<file path="src/rtl/lpfs_pkg.sv">
// Shared types and constants for the length-prefixed frame splitter.
package lpfs_pkg;

  localparam int HEADER_BYTES  = 6;
  localparam int POSITION_BITS = 48;
  localparam int HC_BITS       = 3;

  localparam logic [HC_BITS-1:0] HC_LAST      = HC_BITS'(HEADER_BYTES - 1);
  localparam logic [HC_BITS-1:0] HC_DONE      = HC_BITS'(HEADER_BYTES);
  localparam logic [31:0]        HEADER_LEN   = 32'(HEADER_BYTES);
  localparam logic [31:0]        MAX_FRAME_RST = 32'd67108864;

  // Header byte slots
  localparam logic [HC_BITS-1:0] HC_OPC_LO = 3'd0;
  localparam logic [HC_BITS-1:0] HC_OPC_HI = 3'd1;
  localparam logic [HC_BITS-1:0] HC_LEN_B0 = 3'd2;
  localparam logic [HC_BITS-1:0] HC_LEN_B1 = 3'd3;
  localparam logic [HC_BITS-1:0] HC_LEN_B2 = 3'd4;

  typedef enum logic [1:0] {
    KIND_PAYLOAD = 2'd0,
    KIND_EMPTY   = 2'd1,
    KIND_ERROR   = 2'd2
  } kind_t;

  typedef enum logic {
    ERR_SHORT = 1'b0,
    ERR_LONG  = 1'b1
  } err_t;

  typedef struct packed {
    kind_t                    kind;
    logic [15:0]              opcode;
    logic [7:0]               payload_byte;
    logic                     frame_last;
    logic [31:0]              frame_length;
    err_t                     error_code;
    logic [POSITION_BITS-1:0] error_position;
  } result_t;

  typedef struct packed {
    logic failed;
    logic in_header;
  } status_t;

endpackage

</file>
<file path="src/rtl/lpfs_parse.sv">
// Frame parser: header capture, length checks, payload tagging, sticky error.
module lpfs_parse (
  input  logic                   clk,
  input  logic                   rst_n,
  input  logic                   accept,
  input  logic [7:0]             stream_byte,
  input  logic [31:0]            max_frame_size,
  output logic                   res_valid,
  output lpfs_pkg::result_t      res,
  output lpfs_pkg::status_t      status
);

  logic [lpfs_pkg::HC_BITS-1:0]       hc_r, hc_nxt;
  logic [15:0]                        op_r, op_nxt;
  logic [31:0]                        len_r, len_nxt;
  logic [31:0]                        rem_r, rem_nxt;
  logic                               failed_r, failed_nxt;
  lpfs_pkg::err_t                     reason_r, reason_nxt;
  logic [lpfs_pkg::POSITION_BITS-1:0] pos_r, pos_nxt;
  logic [lpfs_pkg::POSITION_BITS-1:0] start_r, start_nxt;
  logic [lpfs_pkg::POSITION_BITS-1:0] pos_inc;
  logic [31:0]                        rem_dec;

  // Saturating position advance and payload countdown
  assign pos_inc = (pos_r != '1) ? pos_r + 1'b1 : pos_r;
  assign rem_dec = (rem_r != '0) ? rem_r - 32'd1 : rem_r;

  // Next state and result for one accepted item
  always_comb begin
    hc_nxt     = hc_r;
    op_nxt     = op_r;
    len_nxt    = len_r;
    rem_nxt    = rem_r;
    failed_nxt = failed_r;
    reason_nxt = reason_r;
    pos_nxt    = pos_r;
    start_nxt  = start_r;
    res_valid  = 1'b0;
    res.kind   = lpfs_pkg::KIND_PAYLOAD;
    res.payload_byte = '0;
    res.frame_last   = 1'b0;

    if (accept) begin
      if (failed_r) begin
        res_valid = 1'b1;
        res.kind  = lpfs_pkg::KIND_ERROR;
      end else if (hc_r < lpfs_pkg::HC_DONE) begin
        if (hc_r == lpfs_pkg::HC_OPC_LO) begin
          start_nxt = pos_r;
        end
        case (hc_r)
          lpfs_pkg::HC_OPC_LO: op_nxt[7:0]    = stream_byte;
          lpfs_pkg::HC_OPC_HI: op_nxt[15:8]   = stream_byte;
          lpfs_pkg::HC_LEN_B0: len_nxt[7:0]   = stream_byte;
          lpfs_pkg::HC_LEN_B1: len_nxt[15:8]  = stream_byte;
          lpfs_pkg::HC_LEN_B2: len_nxt[23:16] = stream_byte;
          default:             len_nxt[31:24] = stream_byte;
        endcase
        hc_nxt  = hc_r + 1'b1;
        pos_nxt = pos_inc;
        // Check the declared length on the final header byte
        if (hc_r == lpfs_pkg::HC_LAST) begin
          if (len_nxt < lpfs_pkg::HEADER_LEN) begin
            failed_nxt = 1'b1;
            reason_nxt = lpfs_pkg::ERR_SHORT;
            res_valid  = 1'b1;
            res.kind   = lpfs_pkg::KIND_ERROR;
          end else if (len_nxt > max_frame_size) begin
            failed_nxt = 1'b1;
            reason_nxt = lpfs_pkg::ERR_LONG;
            res_valid  = 1'b1;
            res.kind   = lpfs_pkg::KIND_ERROR;
          end else if (len_nxt == lpfs_pkg::HEADER_LEN) begin
            hc_nxt         = '0;
            res_valid      = 1'b1;
            res.kind       = lpfs_pkg::KIND_EMPTY;
            res.frame_last = 1'b1;
          end else begin
            rem_nxt = len_nxt - lpfs_pkg::HEADER_LEN;
          end
        end
      end else begin
        // Payload byte: pass it through, mark the last one
        pos_nxt          = pos_inc;
        rem_nxt          = rem_dec;
        res_valid        = 1'b1;
        res.kind         = lpfs_pkg::KIND_PAYLOAD;
        res.payload_byte = stream_byte;
        if (rem_dec == '0) begin
          hc_nxt         = '0;
          res.frame_last = 1'b1;
        end
      end
    end

    res.opcode       = op_nxt;
    res.frame_length = len_nxt;
    if (res.kind == lpfs_pkg::KIND_ERROR) begin
      res.error_code     = reason_nxt;
      res.error_position = start_nxt;
    end else begin
      res.error_code     = lpfs_pkg::ERR_SHORT;
      res.error_position = '0;
    end
  end

  // Hold parser state
  always_ff @(posedge clk) begin
    if (!rst_n) begin
      hc_r     <= '0;
      op_r     <= '0;
      len_r    <= '0;
      rem_r    <= '0;
      failed_r <= 1'b0;
      reason_r <= lpfs_pkg::ERR_SHORT;
      pos_r    <= '0;
      start_r  <= '0;
    end else begin
      hc_r     <= hc_nxt;
      op_r     <= op_nxt;
      len_r    <= len_nxt;
      rem_r    <= rem_nxt;
      failed_r <= failed_nxt;
      reason_r <= reason_nxt;
      pos_r    <= pos_nxt;
      start_r  <= start_nxt;
    end
  end

  assign status.failed    = failed_r;
  assign status.in_header = (hc_r < lpfs_pkg::HC_DONE);

endmodule

</file>
<file path="src/rtl/lpfs_outbuf.sv">
// Two-entry result buffer between the parser and the output channel.
module lpfs_outbuf (
  input  logic               clk,
  input  logic               rst_n,
  input  logic               push,
  input  lpfs_pkg::result_t  push_data,
  output logic               has_space,
  output logic               out_valid,
  input  logic               out_ready,
  output lpfs_pkg::result_t  out_data
);

  lpfs_pkg::result_t head_r, head_nxt;
  lpfs_pkg::result_t tail_r, tail_nxt;
  logic [1:0]        cnt_r, cnt_nxt;
  logic              pop;

  assign out_valid = (cnt_r != 2'd0);
  assign has_space = (cnt_r != 2'd2);
  assign pop       = out_valid && out_ready;
  assign out_data  = head_r;

  // Advance the queue on push and pop
  always_comb begin
    head_nxt = head_r;
    tail_nxt = tail_r;
    cnt_nxt  = cnt_r;
    if (push && !pop) begin
      if (cnt_r == 2'd0) begin
        head_nxt = push_data;
      end else begin
        tail_nxt = push_data;
      end
      cnt_nxt = cnt_r + 2'd1;
    end else if (pop && !push) begin
      head_nxt = tail_r;
      cnt_nxt  = cnt_r - 2'd1;
    end else if (pop && push) begin
      if (cnt_r == 2'd1) begin
        head_nxt = push_data;
      end else begin
        head_nxt = tail_r;
        tail_nxt = push_data;
      end
    end
  end

  always_ff @(posedge clk) begin
    if (!rst_n) begin
      cnt_r <= 2'd0;
    end else begin
      cnt_r <= cnt_nxt;
    end
  end

  always_ff @(posedge clk) begin
    head_r <= head_nxt;
    tail_r <= tail_nxt;
  end

endmodule

</file>
<file path="src/rtl/length_prefixed_frame_splitter_unit.sv">
// Top level of the length-prefixed frame splitter.
// Takes one stream byte per clock unless the result buffer is full, and gives
// at most one result per byte; each result is registered in the buffer before
// it is presented. The parser holds only counters and a 32-bit length compare
// per byte, and a two-entry result buffer keeps input accepting while a result
// waits on out_ready, so in_ready drops only when both entries are occupied.
// The frame-size limit is written through the cfg_ channel, which is always ready.
module length_prefixed_frame_splitter_unit (
  input  logic        clk,
  input  logic        rst_n,
  input  logic        cfg_valid,
  output logic        cfg_ready,
  input  logic [31:0] cfg_max_frame_size,
  input  logic        in_valid,
  output logic        in_ready,
  input  logic [7:0]  in_stream_byte,
  output logic        out_valid,
  input  logic        out_ready,
  output logic [1:0]  out_kind,
  output logic [15:0] out_opcode,
  output logic [7:0]  out_payload_byte,
  output logic        out_frame_last,
  output logic [31:0] out_frame_length,
  output logic        out_error_code,
  output logic [lpfs_pkg::POSITION_BITS-1:0] out_error_position
);

  logic [31:0]        max_frame_r;
  logic               in_accept;
  logic               res_valid;
  lpfs_pkg::result_t  res;
  lpfs_pkg::result_t  out_res;
  lpfs_pkg::status_t  status;

  // Hold the frame-size limit
  assign cfg_ready = 1'b1;
  always_ff @(posedge clk) begin
    if (!rst_n) begin
      max_frame_r <= lpfs_pkg::MAX_FRAME_RST;
    end else if (cfg_valid && cfg_ready) begin
      max_frame_r <= cfg_max_frame_size;
    end
  end

  assign in_accept = in_valid && in_ready;

  lpfs_parse u_parse (
    .clk            (clk),
    .rst_n          (rst_n),
    .accept         (in_accept),
    .stream_byte    (in_stream_byte),
    .max_frame_size (max_frame_r),
    .res_valid      (res_valid),
    .res            (res),
    .status         (status)
  );

  lpfs_outbuf u_outbuf (
    .clk       (clk),
    .rst_n     (rst_n),
    .push      (res_valid),
    .push_data (res),
    .has_space (in_ready),
    .out_valid (out_valid),
    .out_ready (out_ready),
    .out_data  (out_res)
  );

  // Unpack the result item
  assign out_kind           = out_res.kind;
  assign out_opcode         = out_res.opcode;
  assign out_payload_byte   = out_res.payload_byte;
  assign out_frame_last     = out_res.frame_last;
  assign out_frame_length   = out_res.frame_length;
  assign out_error_code     = out_res.error_code;
  assign out_error_position = out_res.error_position;

  // An empty buffer always takes input
  a_ready_when_empty: assert property (@(posedge clk) disable iff (!rst_n)
    !out_valid |-> in_ready)
    else $error("input stalled with empty result buffer");

  // Once failed, every accepted item yields an error result
  a_sticky_error: assert property (@(posedge clk) disable iff (!rst_n)
    (status.failed && in_accept) |-> (res_valid && res.kind == lpfs_pkg::KIND_ERROR))
    else $error("sticky error not repeated");

  // An error never clears before reset
  a_failed_holds: assert property (@(posedge clk) disable iff (!rst_n)
    status.failed |=> status.failed)
    else $error("failed state cleared");

  // Payload results come only outside the header
  a_payload_phase: assert property (@(posedge clk) disable iff (!rst_n)
    (res_valid && res.kind == lpfs_pkg::KIND_PAYLOAD) |-> !status.in_header)
    else $error("payload result during header");

endmodule

</file>
<file path="config.mk">
export PLATFORM = sky130hd
export DESIGN_NAME = length_prefixed_frame_splitter_unit
export DESIGN_NICKNAME = d
export VERILOG_FILES = /design/src/rtl/lpfs_pkg.sv /design/src/rtl/lpfs_parse.sv /design/src/rtl/lpfs_outbuf.sv /design/src/rtl/length_prefixed_frame_splitter_unit.sv
export SDC_FILE = /design/constraint.sdc
export NUM_CORES = 1
export LEC_CHECK = 0
export BUFFER_PORTS_ARGS = -buffer_cell sky130_fd_sc_hd__buf_4
export CORE_ASPECT_RATIO = 0.9
export CORE_MARGIN = 2
export CORE_UTILIZATION = 50
export DETAILED_ROUTE_END_ITERATION = 10
export GPL_TIMING_DRIVEN = 0
export MAX_ROUTING_LAYER = met4
export PLACE_DENSITY = 0.74
export SYNTH_ARGS = -nofsm -noshare
export SYNTH_HDL_FRONTEND = slang
export SYNTH_SLANG_ARGS = --single-unit
</file>
<file path="constraint.sdc">
create_clock -name clk -period 23.1 [get_ports clk]
set_input_delay 2.31 -clock clk [delete_from_list [all_inputs] [get_ports clk]]
set_output_delay 2.31 -clock clk [all_outputs]
set_load 0.02 [all_outputs]
</file>
==> results of run 1 <==
-- power breakdown --
| part | internal [W] | switching [W] |
|---|---|---|
| Combinational | 0.0000467 | 0.0000844 |
| Clock | 0.000421 | 0.000308 |
| Sequential | 0.000809 | 0.00000592 |
| Total | 0.00128 | 0.000398 |
-- cell families after synthesis --
kind of cell | count (synthesis) | share of synthesized area
buf+inv | 204 | 0.0437
mux | 142 | 0.0723
xor+xnor | 79 | 0.0346
fa+ha+maj | 46 | 0.0288
compound gates | 268 | 0.0878
flops | 431 | 0.540
other cells | 1 | 0.000188
simple gates | 812 | 0.192
-- routing by layer --
layer  GRT usage  share of wire  vias up
li1            -              -     7382
met1       0.365           0.46     7440
met2       0.399           0.45      575
met3      0.0462          0.070       83
met4      0.0622          0.021        0
met5           -              0        -
-- worst paths after layout --
check                                     start                             end  slack [ns]  cells past startpoint
setup / recovery              in_stream_byte[2]  u_outbuf.out_data[6]$_DFFE_PP_       14.50                     19
hold / removal    u_parse.rem_r[1]$_SDFFE_PN0P_   u_parse.rem_r[1]$_SDFFE_PN0P_        0.49                      2
setup reg to reg   u_parse.hc_r[1]$_SDFFE_PN0P_  u_outbuf.out_data[6]$_DFFE_PP_       14.94                     21
hold reg to reg   u_parse.rem_r[1]$_SDFFE_PN0P_   u_parse.rem_r[1]$_SDFFE_PN0P_        0.49                      2
-- worst register-to-register path, delay by kind of cell, from the launching register on --
family	cells	cell delay [ns]
adders and majority gates	3	0.94
DFF	1	0.51
and+or+nand+nor	6	2.15
muxes	1	0.47
AOI/OAI and AO/OA	6	2.05
buffers and inverters	5	1.80
-- placed cells by master, fill, tap and decap left out, types with 8 or more instances in the layout --
cell type,instances
nor2_1,315
nand2_1,237
edfxtp_1,216
dfxtp_1,215
buf_4,153
mux2i_1,124
inv_1,94
a21oi_1,92
clkbuf_1,86
o31ai_1,60
and2_1,57
xnor2_1,50
ha_1,46
clkbuf_16,45
nor3_1,42
nand3_1,35
nand4_1,31
xor2_1,29
o21ai_0,24
o22ai_1,20
nor4_1,19
mux2_2,17
buf_6,12
a211oi_1,10
and3_1,10
buf_1,9
and4_1,9
clkinv_2,9
a31oi_1,8
clkbuf_8,8
-- stage by stage --
step,setup WS [ns],total power (W),instance area (sq um),hold slack [ns],utilization
CTS,14.75,0.00168,23400,0.493,0.593
finish,14.50,0.00168,23400,0.488,0.593
global placement,6.85,0.000955,21800,0.474,0.552
global route,14.22,0.00173,23400,0.529,0.593
floorplan,10.57,0.000917,20000,0.460,-
detailed placement,14.22,0.000959,21900,0.483,0.555
-- final cells by class --
type                    count  area (sq um)  area share
inverters                  96           360      0.0154
multi-input cells        1348          8320       0.356
clock buffers              60          1260      0.0539
repair buffers            156          1250      0.0532
well taps                 532           666      0.0284
clock inverters            24           241      0.0103
diodes                      1          2.50    0.000107
flip-flops and latches    431         10800       0.461
plain buffers             108           513      0.0219
-- state kept, by name (all words and copies together) (netlist names) --
name,cells
u_parse.start_r,48
u_parse.reason_r,1
u_parse.rem_r,32
u_parse.failed_r,1
u_parse.hc_r,3
u_parse.len_r,32
u_outbuf.tail_r,108
u_outbuf.cnt_r,2
u_parse.pos_r,48
u_parse.op_r,16
u_outbuf.out_data,108
max_frame_r,32
==> results.toml, run 1 <==
[critical_path]
worst-path-max-fanout = 10
crit_required_ns = 23.46
slowest_delay_ns = 1.06
crit_buf_inv = 6
cp-end-kind = "flop"
critPathSlowestCell = "o31ai_1"
critical_path_class = "in -> reg"
arrival_ns = 8.95
critical_path.startpoint_type = "input pin"
crit_family = "simple AND/OR/NAND/NOR gates"
path_cells = "buf_4, clkbuf_1, mux2i_1, inv_1, ha_1, nand4_1, nor4_1, and2_1, a21oi_1, nor2_1, a21oi_1, o31ai_1, inv_1, ha_1, a21oi_1, clkbuf_1, clkbuf_1, nand2_1, o31ai_1"

[drt]
wire_per_inst_microns = 19.4
wirelength_microns = 53300
drt_pre_antenna_iters = 6
via_count = 15480
detail-route-antenna-nets = 0
drcViolationCount = 0
via_per_inst = 5.62
drtIter0Drc = 1337

[global_routing]
grt_pass1_wl_microns = 83100
grt-ovfl-total = 0
grt_max_degree = 36
first_global_vias = 14866
grt_usage = 0.262
antenna_found_initial = 1

[run_status]
status = "complete, no violations"

[die]
core-area_sq_um = 39500
die_h_microns = 194
ios = 156
die_w_microns = 215
rows = 69
dieArea_sq_um = 41600
initial_utilization = 0.506

[cells_and_area]
nFillCells = 3333
nets = 2277
fin_cells = 2756
area_delta_synth_final_pct = 17.2
final_layout_size_suffix_gt1_frac = 0.133

[clock_network]
htreeDepth = 2
insertion_delay_ns = 0.60
cts_sinks = 431
numCtsBuffers = 45
path_clk_slew_ns = 0.06
clock_path_buffers = 3
post_cts_buffers = 0
post_cts_resized = 0
root_buffer = "clkbuf_16"
cts_hold_buf = 0
cts_tree = "yes"

[job]
drv_cap = 0

[sta]
tightest_slew_ns = 1.27
fin_crit_sh = 0.372
setup_viol = 0
drv_slew = 0
skew_ns = 0.0435
fmax_ghz = 0.116
min_period_ns = 8.60
rsz0062_at_grt = "false"
final.setup.tns_ns = 0
maxSlewHeadroom = 0.148
hold_violations = 0

[yosys]
ys_ff_latch = 431
synth_area_sq_um = 20000
postSynthCellCount = 1983
synth_ff_type = "edfxtp_1"
yosysMostFrequentCell = "nor2_1"
synth_common_cells = "nor2_1, nand2_1, edfxtp_1"
yosys-top-cells-area = "edfxtp_1, dfxtp_1, mux2i_1"
syn_nets = 2074
syn_avg_cell_area_sq_um = 10.1
synth_top_area_share = 0.325
synth_edf_count = 216
synth_cell_type_count = 82
ys_warn_count = 0
ys_seq_area_frac = 0.540
synth_top_area_cell = "edfxtp_1"
async_reset_ff_frac = 0

[placed_design]
io_buffers = 150
placed_cells_incl_taps = 2671
gp_congestion = 0.956
dp_hpwl_microns = 39100

[worst_hold_path]
holdCritPathClass = "reg -> reg"

[power]
p_leak_nw = 9.73
power_density_nw_per_um2 = 71.6
peakVddDrop_mv = 0.0564
No activity file was read; power rests on OpenSTA's default activity.
==> run 2, diff against run 1 <==
--- a/config.mk
+++ b/config.mk
@@ -12,7 +12,7 @@
 export DETAILED_ROUTE_END_ITERATION = 10
 export GPL_TIMING_DRIVEN = 0
 export MAX_ROUTING_LAYER = met4
-export PLACE_DENSITY = 0.74
+export PLACE_DENSITY = 0.77
 export SYNTH_ARGS = -nofsm -noshare
 export SYNTH_HDL_FRONTEND = slang
 export SYNTH_SLANG_ARGS = --single-unit
==> constraint.sdc (replaced) <==
create_clock -name clk -period 7.4 [get_ports clk]
set_input_delay 0.74 -clock clk [delete_from_list [all_inputs] [get_ports clk]]
set_output_delay 0.74 -clock clk [all_outputs]
set_load 0.02 [all_outputs]
==> results.toml, run 2 (same netlist as run 1, synthesis figures left out) <==
[power]
peakVddDrop_mv = 0.160
p_leak_nw = 9.73
p_total_w = 0.00527
power_density_nw_per_um2 = 225

[critical_path]
critPathSlowestCell = "nor4_2"
worst-path-max-fanout = 10
critical_path_class = "reg -> reg"
rrSetupSlack_ns = 0.26
critical_path.startpoint_type = "flop"
cp-end-kind = "flop"
crit_required_ns = 7.74
crit_buf_inv = 5
crit_top_cell = "ha_1"
arrival_ns = 7.48
path_cells = "ha_1, ha_1, buf_2, mux2i_1, inv_1, ha_1, nand4_1, nor4_2, nor2b_1, o31a_1, nor2_1, a21oi_1, o31ai_2, inv_1, ha_1, a21o_1, clkbuf_1, clkbuf_1, nand2_1, nand2_1"
slowest_delay_ns = 0.68
crit_family = "simple AND/OR/NAND/NOR gates"

[cells_and_area]
nets = 2277
mostFrequentLayoutCells = "nor2_1, nand2_1, edfxtp_1"
n_antenna_cell = 0
nFillCells = 3278
fin_util = 0.594
final_common_cell = "nor2_1"
final_layout_size_suffix_gt1_frac = 0.133
area_delta_synth_final_pct = 17.4
fin_cells = 2755

[die]
initial_utilization = 0.506
rows = 69
die_h_microns = 194
die_w_microns = 215
ios = 156
dieArea_sq_um = 41600
core-area_sq_um = 39500

[clock_network]
htreeDepth = 2
cts_tree = "yes"
path_clk_slew_ns = 0.06
cts_sinks = 431
insertion_delay_ns = 0.59
post_cts_buffers = 0
numCtsBuffers = 45
root_buffer = "clkbuf_16"
clock_path_buffers = 3

[global_routing]
first_global_vias = 15297
antenna_found_initial = 2
grt_pass1_wl_microns = 82900
grt_usage = 0.259
grt-ovfl-total = 0
grt_max_degree = 37

[drt]
drtIter0Drc = 1552
via_per_inst = 5.68
wire_per_inst_microns = 19.3
drt_pre_antenna_iters = 6
detail-route-antenna-nets = 0
drcViolationCount = 0
via_count = 15649
wirelength_microns = 53100

[placed_design]
io_buffers = 150
dpl_worst_slack_ns = -0.158
placed_cells_incl_taps = 2671
dp_hpwl_microns = 39200
gp_congestion = 0.965

[sta]
setup_viol = 0
drv_slew = 0
tightest_slew_ns = 1.06
maxSlewHeadroom = 0.296
fin_crit_sh = 0.964
min_period_ns = 7.14
skew_ns = 0.0418
worst_slack_ns = 0.264
fmax_ghz = 0.140
hold_violations = 0

[run_status]
status = "complete, no violations"

[worst_hold_path]
holdCritPathClass = "in -> reg"

[job]
drv_cap = 0
-- run 2: path summary, 6_finish.rpt --
path,startpoint,cells after the start,to
min reg2reg,u_parse.rem_r[1]$_SDFFE_PN0P_,2,u_parse.rem_r[1]$_SDFFE_PN0P_
min,cfg_max_frame_size[26],3,max_frame_r[26]$_SDFFE_PN1P_
max reg2reg,u_parse.hc_r[1]$_SDFFE_PN0P_,20,u_outbuf.out_data[78]$_DFFE_PP_
max,u_parse.hc_r[1]$_SDFFE_PN0P_,20,u_outbuf.out_data[78]$_DFFE_PP_
-- run 2: final cells by class --
class | count | area [sq um] | area share
Inverter | 96 | 360 | 0.0154
Buffer | 108 | 515 | 0.0220
Tap cell | 532 | 666 | 0.0284
Clock inverter | 16 | 231 | 0.00988
Timing Repair Buffer | 156 | 1250 | 0.0535
Multi-Input combinational cell | 1348 | 8340 | 0.356
Sequential cell | 431 | 10800 | 0.460
Clock buffer | 68 | 1280 | 0.0548
-- run 2: metal layers --
layer  track usage  vias to the layer above  routed length, microns
li1              -                     7375                       -
met1         0.351                     7597                   23400
met2         0.398                      592                   24200
met3        0.0483                       85                    4110
met4        0.0784                        0                    1280
met5             -                        -                       0
-- run 2: per-stage QoR --
stage                     hold slack (ns)  cell area [sq um]  setup TNS [ns]
final                               0.374              23400               0
after global routing                0.390              23400        -0.00242
after CTS                           0.354              23400               0
after detailed placement            0.484              21900           -6.44
after global placement              0.474              21800         -224.47
after floorplan                     0.460              20000               0
-- run 2: worst reg2reg max path, stage by stage (launching register included) --
cell	delay, ns
dfxtp_1	0.52
ha_1	0.24
ha_1	0.31
buf_2	0.32
mux2i_1	0.46
inv_1	0.18
ha_1	0.33
nand4_1	0.22
nor4_2	0.68
nor2b_1	0.27
o31a_1	0.20
nor2_1	0.54
a21oi_1	0.20
o31ai_2	0.68
inv_1	0.11
ha_1	0.29
a21o_1	0.23
clkbuf_1	0.34
clkbuf_1	0.46
nand2_1	0.21
nand2_1	0.09
-- run 2: report_power, final --
part           total (W)  switching (W)  internal (W)  leakage [nW]
registers        0.00254      0.0000188       0.00252          3.93
clock network    0.00231       0.000959       0.00135         0.739
logic           0.000411       0.000265      0.000146          5.06
-- run 2: repair_timing --
| action | in CTS | in global routing |
|---|---|---|
| hold buffers | 0 | 0 |
| setup endpoints to repair | 80 | 123 |
| gates resized for setup | 1 | 6 |
